**src/rtl/mfw_pkg.sv**
```systemverilog
// Shared constants, types and helpers for the streaming window median filter.
`default_nettype none

package mfw_pkg;

    // Geometry
    localparam int WINDOW     = 3;
    localparam int MAX_WIDTH  = 4096;
    localparam int PIXEL_BITS = 8;

    localparam int HALF_LO  = (WINDOW - 1) / 2;
    localparam int HALF_HI  = WINDOW - 1 - HALF_LO;
    localparam int TAPS     = WINDOW * WINDOW;
    localparam int MID_RANK = TAPS / 2;

    // Widths
    localparam int CFG_BITS     = 13;
    localparam int COL_BITS     = $clog2(MAX_WIDTH);
    localparam int ROW_BITS     = CFG_BITS;
    localparam int LAG_BITS     = $clog2(HALF_HI * MAX_WIDTH + HALF_HI + 1);
    localparam int RANK_BITS    = $clog2(TAPS + 1);
    localparam int CFG_IDX_BITS = 1;

    // Register map
    localparam logic [CFG_IDX_BITS-1:0] REG_FRAME_WIDTH  = CFG_IDX_BITS'(0);
    localparam logic [CFG_IDX_BITS-1:0] REG_FRAME_HEIGHT = CFG_IDX_BITS'(1);

    // Reset geometry, held as last column / last row
    localparam int RST_FRAME_WIDTH  = 640;
    localparam int RST_FRAME_HEIGHT = 480;
    localparam int RST_WIDTH_LAST   =
        (RST_FRAME_WIDTH > MAX_WIDTH ? MAX_WIDTH : RST_FRAME_WIDTH) - 1;
    localparam int RST_HEIGHT_LAST  = RST_FRAME_HEIGHT - 1;

    typedef logic [PIXEL_BITS-1:0] pix_t;
    typedef pix_t [WINDOW-1:0]     column_t;     // index 0 is the top row
    typedef pix_t [WINDOW-2:0]     line_word_t;  // slot s holds row R-1-s
    typedef pix_t [TAPS-1:0]       window_t;     // row-major window

    typedef struct packed {
        pix_t pixel;
        logic drain;
    } in_beat_t;

    typedef struct packed {
        pix_t median_pixel;
        logic last_of_frame;
    } out_beat_t;

    // Per-cell validity of its column inside the current window
    typedef struct packed {
        logic              col_ok;
        logic [WINDOW-1:0] row_ok;
    } cell_mask_t;

    function automatic logic [RANK_BITS-1:0] popcount(input logic [TAPS-1:0] bits);
        logic [RANK_BITS-1:0] acc;
        acc = '0;
        for (int k = 0; k < TAPS; k++) begin
            acc = acc + RANK_BITS'(bits[k]);
        end
        return acc;
    endfunction

endpackage

`default_nettype wire

```
**src/rtl/mfw_col_cell.sv**
```systemverilog
// Window column cell: holds one column, passes it to its neighbour on each shift.
`default_nettype none

module mfw_col_cell (
    input  logic                aclk,
    input  logic                shift_en,
    input  mfw_pkg::column_t    col_in,
    input  mfw_pkg::cell_mask_t mask,
    output mfw_pkg::column_t    col_o,
    output mfw_pkg::column_t    col_masked_o
);

    mfw_pkg::column_t col_reg;

    always_ff @(posedge aclk) begin
        if (shift_en) begin
            col_reg <= col_in;
        end
    end

    // Pixels outside the frame read as zero
    always_comb begin
        for (int i = 0; i < mfw_pkg::WINDOW; i++) begin
            col_masked_o[i] = (mask.col_ok && mask.row_ok[i]) ? col_reg[i] : '0;
        end
    end

    assign col_o = col_reg;

endmodule

`default_nettype wire

```
**config.mk**
```make
export PLATFORM = sky130hd
export DESIGN_NAME = mfw_col_cell
export DESIGN_NICKNAME = d
export VERILOG_FILES = /design/src/rtl/mfw_pkg.sv /design/src/rtl/mfw_col_cell.sv
export SDC_FILE = /design/constraint.sdc
export NUM_CORES = 1
export LEC_CHECK = 0
export ABC_AREA = 1
export BUFFER_PORTS_ARGS = -buffer_cell sky130_fd_sc_hd__clkbuf_2
export CAP_MARGIN = 25
export CORE_ASPECT_RATIO = 1.4
export CORE_MARGIN = 8
export CORE_UTILIZATION = 37
export CTS_CLUSTER_SIZE = 16
export DETAILED_ROUTE_END_ITERATION = 8
export PLACE_DENSITY_LB_ADDON = 0.2
export SLEW_MARGIN = 20
export SYNTH_ARGS = -nofsm -noshare
export SYNTH_HDL_FRONTEND = slang
export SYNTH_SLANG_ARGS = --single-unit
```
**constraint.sdc**
```tcl
create_clock -name aclk -period 0.8 [get_ports aclk]
set_input_delay 0.24 -clock aclk [delete_from_list [all_inputs] [get_ports aclk]]
set_output_delay 0.24 -clock aclk [all_outputs]
set_load 0.03 [all_outputs]
```
==> run summary <==
* finished with violations — result of the run
* negative setup slack — failing checks
* yes — setup repair after global routing missed its margin
* 0.774 GHz — top achievable clock speed
* 4 — detailed-routing iteration count for the pre-antenna-repair pass
* 289 sq um — area occupied by multi-input gates
* 184 — non-filler cells, final
* edfxtp_1 — cell accounting for the most synthesized area
* 0.166 ns — Tightest Pin Transition
* 4860 microns — first-pass GRT wire length
* edfxtp_1 79%, inv_1 9.9%, nor2_1 9.9% — cells taking the most area after synthesis
* 0 — number of max-slew violations in the final report
* 77 — count of port buffers added during placement
* 24 — EDFF count, synth
* 1550 nW/um^2 — pwr dens
* 24 — sink count of the clock tree
* 0 — fraction of synthesized area in multiplexers
* 2 — clk buf depth
* 0.46 ns — delay of the slowest cell on the worst path
* 0 — fraction of synthesis flops using an asynchronous set or reset pin
* 0 — fraction of the mapped netlist area in compound gates
* 0.111 — synthesized-area fraction occupied by and/or/nand/nor cells
* 0.000917 uW — leakage dissipation
* 4330 sq um — DIE AREA
* 24 — synthesis-stage register bit count
* 0 — number of hold buffers added after cts
* 3 — number of buffers created by CTS
* simple AND/OR/NAND/NOR gates — main combinational cell family by area after synthesis
* 105 — Synth Net Count
* 0 — number of antenna violations at the first check in global routing
* 912 sq um — total standard cell area after synthesis
* 0.851 — share of layout cells above drive strength 1
* 0 — post-detailed-route count of antenna-violating nets
* 0 — remaining design rule violation count
* 0.0935 ns — worst hold slack
* 1.61 — final cycle utilization of the critical path
* 78 — Ports
* 193 — Final Net Count
* 58.0 microns — floorplan die width
* 1.29 ns — clock period minus worst slack
* 2260 microns — detailed-placement wirelength estimate
* 75 — post-synthesis cell count
* 0.152 — Total GRT Usage
* inv_2, nor2_4, buf_8 — cell-by-cell trace of the critical path
* edfxtp_1 — dominant register cell in the synthesized netlist
* 0 — antenna diode count
* 181 — placed cell count
* 0.386 — initial core utilization
* 48 — Setup violations, final
* 104 — final-layout fill cell count
* 0.790 — sequential cell area fraction in the yosys report
* 21 — Site Rows
* 974 — number of global-route vias before repair
* 1.35 mV — largest voltage drop on the vdd net
* 17 — number of DRC markers in iteration 0
* 853 — total vias in the final route
* 1.05 ns — WP data arrival
* col_o[4]$_DFFE_PP_ — Hold EP
* 74.7 microns — overall die height
* 24 x edfxtp_1, 24 x inv_1, 24 x nor2_1, 3 x nand2_1 — most frequent cells after synthesis
* flip-flop to output port — critical path class
* 2070 sq um — final standard cell area without fillers
* 0 — Final Hold Viols
* 0 — # Max-Cap Violations
* 0 — Synth Area in XOR/XNOR
* edfxtp_1 — slowest library cell on the worst path
* 4.64 — average via count per standard cell
* 1 — Worst Hold Path Cells
* flip-flop — category of the worst setup path launch point
* -0.492 ns — Worst Setup Slack, final
* yes — TritonCTS clock tree
* clkbuf_4 — Clock Tree Root
* 24 — flip-flop count of the largest register, all copies and words added
* 0.13 ns — clock input transition at the sequential cells of the worst setup and hold paths
* 13 — maximum number of pins on one net before global-route repair
* 3370 microns — total wire length
* 127% — Synth-to-Final Area Change
* output port — Worst setup EP type
* 0.702 — final weighted congestion of routability-driven global placement
* 0 — warnings from Yosys
* 2360 sq um — placeable core region
* 0 — global route total overflow
* 0 — setup repair bufs after CTS
* 0.889 — relative slew slack
* col_in[4] — startpoint of the worst hold path
* 0.56 ns — endpoint required time on the critical path
* 4 — post-synth cell types
* 0.790 — area share of the largest cell type after synthesis
* 18.3 microns — routed wirelength normalized by instance count
* 12.2 sq um — post-synthesis area per instance
* 1 — H-tree lvl count
* 2 — critical-path maximum fanout
* input pin to flip-flop — HP Class
* 1620 sq um — area post-placement
* 721 sq um — sequential standard cell area
* 0 — share of synthesized cell area in full adder, half adder and majority cells
[per-layer routing]
| layer | vias up | wire (microns) | track usage |
|---|---|---|---|
| li1 | 399 | - | - |
| met1 | 392 | 1050 | 0.125 |
| met2 | 56 | 1940 | 0.306 |
| met3 | 6 | 334 | 0.0632 |
| met4 | 0 | 53 | 0.0601 |
| met5 | - | 0 | 0 |
[cell usage in the layout, fill, tap and decap left out]
master    instances
buf_8            33
clkbuf_2         29
inv_2            24
nor2_4           24
edfxtp_1         24
buf_6             9
buf_12            5
clkbuf_8          4
nand2_2           3
clkbuf_4          3
buf_4             3
[logic make-up (layout without fill, tap and decap cells)]
logic type,count (synthesis),in the layout
DFF,24,24
and+or+nand+nor,27,27
buffers and inverters,24,110
[critical path: cells and delay by family, from the launching register on]
family	cells	cell delay (ns)
flip-flops	1	0.46
AND/OR/NAND/NOR	1	0.04
buffers and inverters	2	0.24
[worst max-delay path by stage]
stage                   startpoint          endpoint  slack (ns)  cells after the start
6_report       col_o[15]$_DFFE_PP_  col_masked_o[15]       -0.49                      3
5_1_grt        col_o[15]$_DFFE_PP_  col_masked_o[15]       -0.54                      3
4_1_cts         col_o[6]$_DFFE_PP_   col_masked_o[6]       -0.46                      3
3_5_place_dp               mask[3]  col_masked_o[17]       -0.37                      5
3_3_place_gp               mask[3]   col_masked_o[2]       -0.34                      5
2_1_floorplan   col_o[0]$_DFFE_PP_   col_masked_o[0]       -0.21                      2
[per-stage QoR]
step	utilization	total power (uW)	setup TNS [ns]	setup WS, ns
floorplan	-	2090	-5.07	-0.211
global route	0.876	3330	-21.84	-0.541
global placement	0.686	2400	-8.96	-0.339
detailed placement	0.686	2430	-9.52	-0.370
CTS	0.844	3110	-19.85	-0.462
finish	0.876	3210	-19.67	-0.492
[where the power goes]
group          internal (uW)  switching (uW)
clock                    176             333
combinational            506             602
sequential              1500            93.0
total                   2180            1030
[layout make-up]
cell class	instances	share of cell area
Inverter	24	0.0435
Clock buffer	3	0.0109
Sequential cell	24	0.348
Multi-Input combinational cell	27	0.140
Timing Repair Buffer	83	0.444
Tap cell	23	0.0139
[what timing repair did]
item / in CTS / in global routing
cloned: 0 / 0
gates resized for setup: 85 / 53
pin swaps: 1 / 4
setup endpoints to repair: 48 / 48
Power figures use the tool's default switching activity.
