File: src/rtl/mfw_pkg.sv
// Shared constants, types and helpers for the streaming window median filter.
`default_nettype none

package mfw_pkg;

    // Geometry
    localparam int WINDOW     = 3;
    localparam int MAX_WIDTH  = 4096;
    localparam int PIXEL_BITS = 8;

    localparam int HALF_LO  = (WINDOW - 1) / 2;
    localparam int HALF_HI  = WINDOW - 1 - HALF_LO;
    localparam int TAPS     = WINDOW * WINDOW;
    localparam int MID_RANK = TAPS / 2;

    // Widths
    localparam int CFG_BITS     = 13;
    localparam int COL_BITS     = $clog2(MAX_WIDTH);
    localparam int ROW_BITS     = CFG_BITS;
    localparam int LAG_BITS     = $clog2(HALF_HI * MAX_WIDTH + HALF_HI + 1);
    localparam int RANK_BITS    = $clog2(TAPS + 1);
    localparam int CFG_IDX_BITS = 1;

    // Register map
    localparam logic [CFG_IDX_BITS-1:0] REG_FRAME_WIDTH  = CFG_IDX_BITS'(0);
    localparam logic [CFG_IDX_BITS-1:0] REG_FRAME_HEIGHT = CFG_IDX_BITS'(1);

    // Reset geometry, held as last column / last row
    localparam int RST_FRAME_WIDTH  = 640;
    localparam int RST_FRAME_HEIGHT = 480;
    localparam int RST_WIDTH_LAST   =
        (RST_FRAME_WIDTH > MAX_WIDTH ? MAX_WIDTH : RST_FRAME_WIDTH) - 1;
    localparam int RST_HEIGHT_LAST  = RST_FRAME_HEIGHT - 1;

    typedef logic [PIXEL_BITS-1:0] pix_t;
    typedef pix_t [WINDOW-1:0]     column_t;     // index 0 is the top row
    typedef pix_t [WINDOW-2:0]     line_word_t;  // slot s holds row R-1-s
    typedef pix_t [TAPS-1:0]       window_t;     // row-major window

    typedef struct packed {
        pix_t pixel;
        logic drain;
    } in_beat_t;

    typedef struct packed {
        pix_t median_pixel;
        logic last_of_frame;
    } out_beat_t;

    // Per-cell validity of its column inside the current window
    typedef struct packed {
        logic              col_ok;
        logic [WINDOW-1:0] row_ok;
    } cell_mask_t;

    function automatic logic [RANK_BITS-1:0] popcount(input logic [TAPS-1:0] bits);
        logic [RANK_BITS-1:0] acc;
        acc = '0;
        for (int k = 0; k < TAPS; k++) begin
            acc = acc + RANK_BITS'(bits[k]);
        end
        return acc;
    endfunction

endpackage

`default_nettype wire

File: src/rtl/mfw_rank_median.sv
// Rank-based median pick: compare matrix, rank match, one-hot select, output register.
`default_nettype none

module mfw_rank_median (
    input  logic               aclk,
    input  logic               aresetn,
    input  logic               in_valid,
    output logic               in_ready,
    input  mfw_pkg::window_t   in_win,
    input  logic               in_last,
    output logic               m_valid,
    input  logic               m_ready,
    output mfw_pkg::out_beat_t m_data
);

    typedef logic [mfw_pkg::TAPS-1:0] lt_row_t;

    // Compare stage
    logic                          vc_reg;
    mfw_pkg::window_t              winc_reg;
    logic                          lastc_reg;
    lt_row_t [mfw_pkg::TAPS-1:0]   lt_reg;
    lt_row_t [mfw_pkg::TAPS-1:0]   lt_next;

    // Select stage
    logic                          vs_reg;
    mfw_pkg::window_t              wins_reg;
    logic                          lasts_reg;
    logic [mfw_pkg::TAPS-1:0]      sel_reg;
    logic [mfw_pkg::TAPS-1:0]      sel_next;

    // Output register
    logic                          vo_reg;
    mfw_pkg::out_beat_t            out_reg;
    mfw_pkg::out_beat_t            out_next;

    logic rdy_s;
    logic rdy_o;

    assign rdy_o    = !vo_reg || m_ready;
    assign rdy_s    = !vs_reg || rdy_o;
    assign in_ready = !vc_reg || rdy_s;

    // Element j ranks below element i if smaller, or equal and earlier
    always_comb begin
        for (int i = 0; i < mfw_pkg::TAPS; i++) begin
            for (int j = 0; j < mfw_pkg::TAPS; j++) begin
                lt_next[i][j] = (in_win[j] < in_win[i]) ||
                                ((in_win[j] == in_win[i]) && (j < i));
            end
        end
    end

    // Ranks form a permutation, so exactly one element sits at the middle
    always_comb begin
        for (int i = 0; i < mfw_pkg::TAPS; i++) begin
            sel_next[i] = mfw_pkg::popcount(lt_reg[i]) ==
                          mfw_pkg::RANK_BITS'(mfw_pkg::MID_RANK);
        end
    end

    always_comb begin
        out_next = '0;
        for (int i = 0; i < mfw_pkg::TAPS; i++) begin
            out_next.median_pixel = out_next.median_pixel |
                                    (sel_reg[i] ? wins_reg[i] : '0);
        end
        out_next.last_of_frame = lasts_reg;
    end

    // Stage valids
    always_ff @(posedge aclk) begin
        if (!aresetn) begin
            vc_reg <= 1'b0;
            vs_reg <= 1'b0;
            vo_reg <= 1'b0;
        end else begin
            if (in_ready) begin
                vc_reg <= in_valid;
            end
            if (rdy_s) begin
                vs_reg <= vc_reg;
            end
            if (rdy_o) begin
                vo_reg <= vs_reg;
            end
        end
    end

    // Stage payloads
    always_ff @(posedge aclk) begin
        if (in_ready && in_valid) begin
            winc_reg  <= in_win;
            lastc_reg <= in_last;
            lt_reg    <= lt_next;
        end
        if (rdy_s && vc_reg) begin
            wins_reg  <= winc_reg;
            lasts_reg <= lastc_reg;
            sel_reg   <= sel_next;
        end
        if (rdy_o && vs_reg) begin
            out_reg <= out_next;
        end
    end

    assign m_valid = vo_reg;
    assign m_data  = out_reg;

`ifndef NO_ASSERTIONS
    // The middle rank is always held by exactly one window element
    a_sel_onehot: assert property (@(posedge aclk) disable iff (!aresetn)
        vs_reg |-> $onehot(sel_reg))
        else $error("median select is not one-hot");
`endif

endmodule

`default_nettype wire

File: config.mk
export PLATFORM = sky130hd
export DESIGN_NAME = mfw_rank_median
export DESIGN_NICKNAME = d
export VERILOG_FILES = /design/src/rtl/mfw_pkg.sv /design/src/rtl/mfw_rank_median.sv
export SDC_FILE = /design/constraint.sdc
export NUM_CORES = 1
export LEC_CHECK = 0
export ABC_AREA = 1
export CELL_PAD_IN_SITES_DETAIL_PLACEMENT = 1
export CELL_PAD_IN_SITES_GLOBAL_PLACEMENT = 1
export CORE_MARGIN = 8
export CORE_UTILIZATION = 25
export DETAILED_ROUTE_END_ITERATION = 12
export DONT_BUFFER_PORTS = 1
export GPL_TIMING_DRIVEN = 0
export HOLD_SLACK_MARGIN = 0.08
export PLACE_DENSITY_LB_ADDON = 0.1
export SYNTH_ARGS = -nofsm -noshare
export SYNTH_HDL_FRONTEND = slang
export SYNTH_SLANG_ARGS = --single-unit
File: constraint.sdc
create_clock -name aclk -period 4.2 [get_ports aclk]
set_clock_uncertainty 0.2 [all_clocks]
set_input_delay 0.84 -clock aclk [delete_from_list [all_inputs] [get_ports aclk]]
set_output_delay 0.84 -clock aclk [all_outputs]
set_load 0.03 [all_outputs]
==> summary.md <==
| Metric | Value |
|---|---|
| Leak Pwr | 9.42 nW |
| Worst-Skew Late Latency | 0.60 ns |
| Fillcell total | 7623 |
| CTS Buf Count | 31 |
| Mapped Nets | 2191 |
| Yosys warns | 0 |
| CP max stage cell | fa_1 |
| H-Tree Depth | 1 |
| Final Hold Slack | 0.136 ns |
| Die Y | 275 um |
| Starting Density | 25.1% |
| EDFF count, synth | 236 |
| HP Class | in2reg |
| Setup TNS | 0 ns |
| Slowest cell delay on critical path | 0.55 ns |
| Hold-fix buffers, CTS | 0 |
| Commonest non-fill, non-tap cell in the layout | nand2_1 |
| Fin. Hold Viols | 0 |
| Post-DP HPWL | 45.8 mm |
| Unrepaired setup endpoints after global routing | no |
| Root Buffer | clkbuf_16 |
| Post-CTS setup buffers | 0 |
| Routability cong. | 0.747 |
| Rows | 95 |
| Vias | 11900 |
| Dominant register cell in the synthesized netlist | edfxtp_1 |
| Worst slew pin tran | 0.757 ns |
| Largest net degree at the start of global routing | 54 |
| Synth Area per Inst | 9.64 um^2 |
| CP cell instances | inv_1 > fa_1 > fa_1 > fa_1 > inv_1 > ha_1 > inv_1 > fa_1 > nand3_1 > a21oi_1 > o21ai_0 > nor2_1 |
| Vias per cell | 4.45 |
| IO Count | 88 |
| # nets final | 2230 |
| Synth-to-layout area growth | 13.3% |
| Xor/xnor share of the synthesized area | 0% |
| Simple-gate share of the synthesized area | 15.5% |
| Post-synthesis register bit count | 239 |
| Gr usage total | 16.2% |
| WL/cell | 22.7 um |
| Drt total wl | 60.9 mm |
| ANT nets after route | 0 |
| Max-cap violations | 0 |
| Global-route wire length before repair | 87.6 mm |
| Final Util | 28.5% |
| Longest Clk Path Bufs | 3 |
| Peak VDD IR | 298 uV |
| Iteration-0 DRC Markers | 607 |
| P per Cell Area | 382 nW/um^2 |
| Compound-Gate Fraction of Synth Area | 5.60% |
| Clock transition at path regs | 0.07 ns |
| Crit path capture type | flip-flop |
| Worst-path maximum fanout | 2 |
| Main combinational cell family by area after synthesis | adder cells |
| CTS tree | done |
| Number of global-route vias before repair | 12700 |
| Async SR Flop Fraction | 0% |
| Fmax | 298 MHz |
| Share of cells above drive strength 1 | 4.64% |
| Most frequent cells in the layout | nand2_1, ha_1, inv_1, edfxtp_1, a21oi_1 |
| Status | complete, no violations |
| Seq/Total Area, Yosys | 42.5% |
| Initial antenna violation count | 6 |
| Resize count post-CTS | 0 |
| Max Slew Vio Count | 0 |
| Min cycle time layout | 3.36 ns |
| CP most frequent cell | fa_1 |
| Die width | 275 um |
| Post-synth cell types | 25 |
| Tcrit/Tclk final | 80.0% |
| Worst EP arrival | 3.49 ns |
| Reg2reg setup slack | 0.84 ns |
| GR Overflow Total | 0 |
| PortBufs | 0 |
| CP required | 4.33 ns |
| Adder-cell share of the synthesized area | 29.0% |
| Die area | 75900 um^2 |
| # DRC | 0 |
| Final setup viols | 0 |
| CP Class | reg2reg |
| N_diodes | 0 |
| Core ar. | 66900 um^2 |
| Drt pass-1 iters | 5 |
| Multiplexer share of the synthesized area | 0% |
| Cells after synthesis | 1746 |
| Netlist Area Pre-Place | 16800 um^2 |
| Slew margin rel. | 49.5% |
| CTS Sinks | 239 |
| Critical Path Source Type | flip-flop |
==> synthesized netlist by cell type, types with 3 or more instances <==
master / count / area, um^2
nor2_1: 113 / 424
dfxtp_1: 3 / 60.1
buf_2: 5 / 25.0
o21ai_0: 5 / 25.0
a21oi_1: 124 / 621
fa_1: 37 / 741
nor2_2: 12 / 75.1
nand4_1: 44 / 275
edfxtp_1: 236 / 7090
nand3_1: 11 / 55.1
a21o_1: 36 / 270
nand2_2: 3 / 18.8
inv_1: 314 / 1180
ha_1: 331 / 4140
buf_6: 3 / 33.8
nand2_1: 457 / 1720
==> per-layer routing <==
layer	wire [um]	part of all wire (%)	track usage, %
met2	28900	47	27.9
met3	2770	4.5	2.28
met5	0	0	0
met1	27700	46	21.2
met4	1500	2.5	3.97
==> logic make-up after synthesis <==
kind of cell | Yosys count
compound gates | 168
flops | 239
buf+inv | 324
fa+ha+maj | 368
simple gates | 646
other cells | 1
==> stage by stage <==
stage	instances	total power, mW	setup WS (ns)	instance area [um^2]
after detailed placement	2624	4.68	0.824	18000
after global placement	2619	4.58	-1.64	17900
after global routing	2682	7.79	0.646	19100
after CTS	2681	7.44	0.810	19100
after floorplan	1746	4.11	0.141	16800
final	2682	7.28	0.840	19100
==> cell type report <==
class	count	area [um^2]	share of cell area [%]
clock inverter	22	240	1.26
multi-input combinational	1183	8430	44.2
sequential	239	7150	37.5
inverter	315	1190	6.23
tap	873	1090	5.73
buffer	9	62.6	0.328
timing repair buffer	6	115	0.604
clock buffer	35	791	4.15
==> final timing paths <==
check / startpoint / endpoint / cells past startpoint
max: lt_reg[19] / sel_reg[2] / 12
min: in_win[51] / winc_reg[51] / 0
max reg2reg: lt_reg[19] / sel_reg[2] / 12
min reg2reg: winc_reg[5] / wins_reg[5] / 0
==> power breakdown <==
part | switching, mW | internal [mW]
clock | 1.09 | 1.60
sequential | 0.0632 | 2.83
combinational | 1.05 | 0.641
total | 2.20 | 5.08
==> worst max-delay path, delay by kind of cell (launching register included) <==
kind                     cells  cell delay [ns]
adder cells (fa/ha/maj)      5             1.98
flip-flops                   1             0.35
buffers and inverters        3             0.24
AND/OR/NAND/NOR              2             0.16
AO/OA/AOI/OAI                2             0.20
No activity file was read; power rests on OpenSTA's default activity.
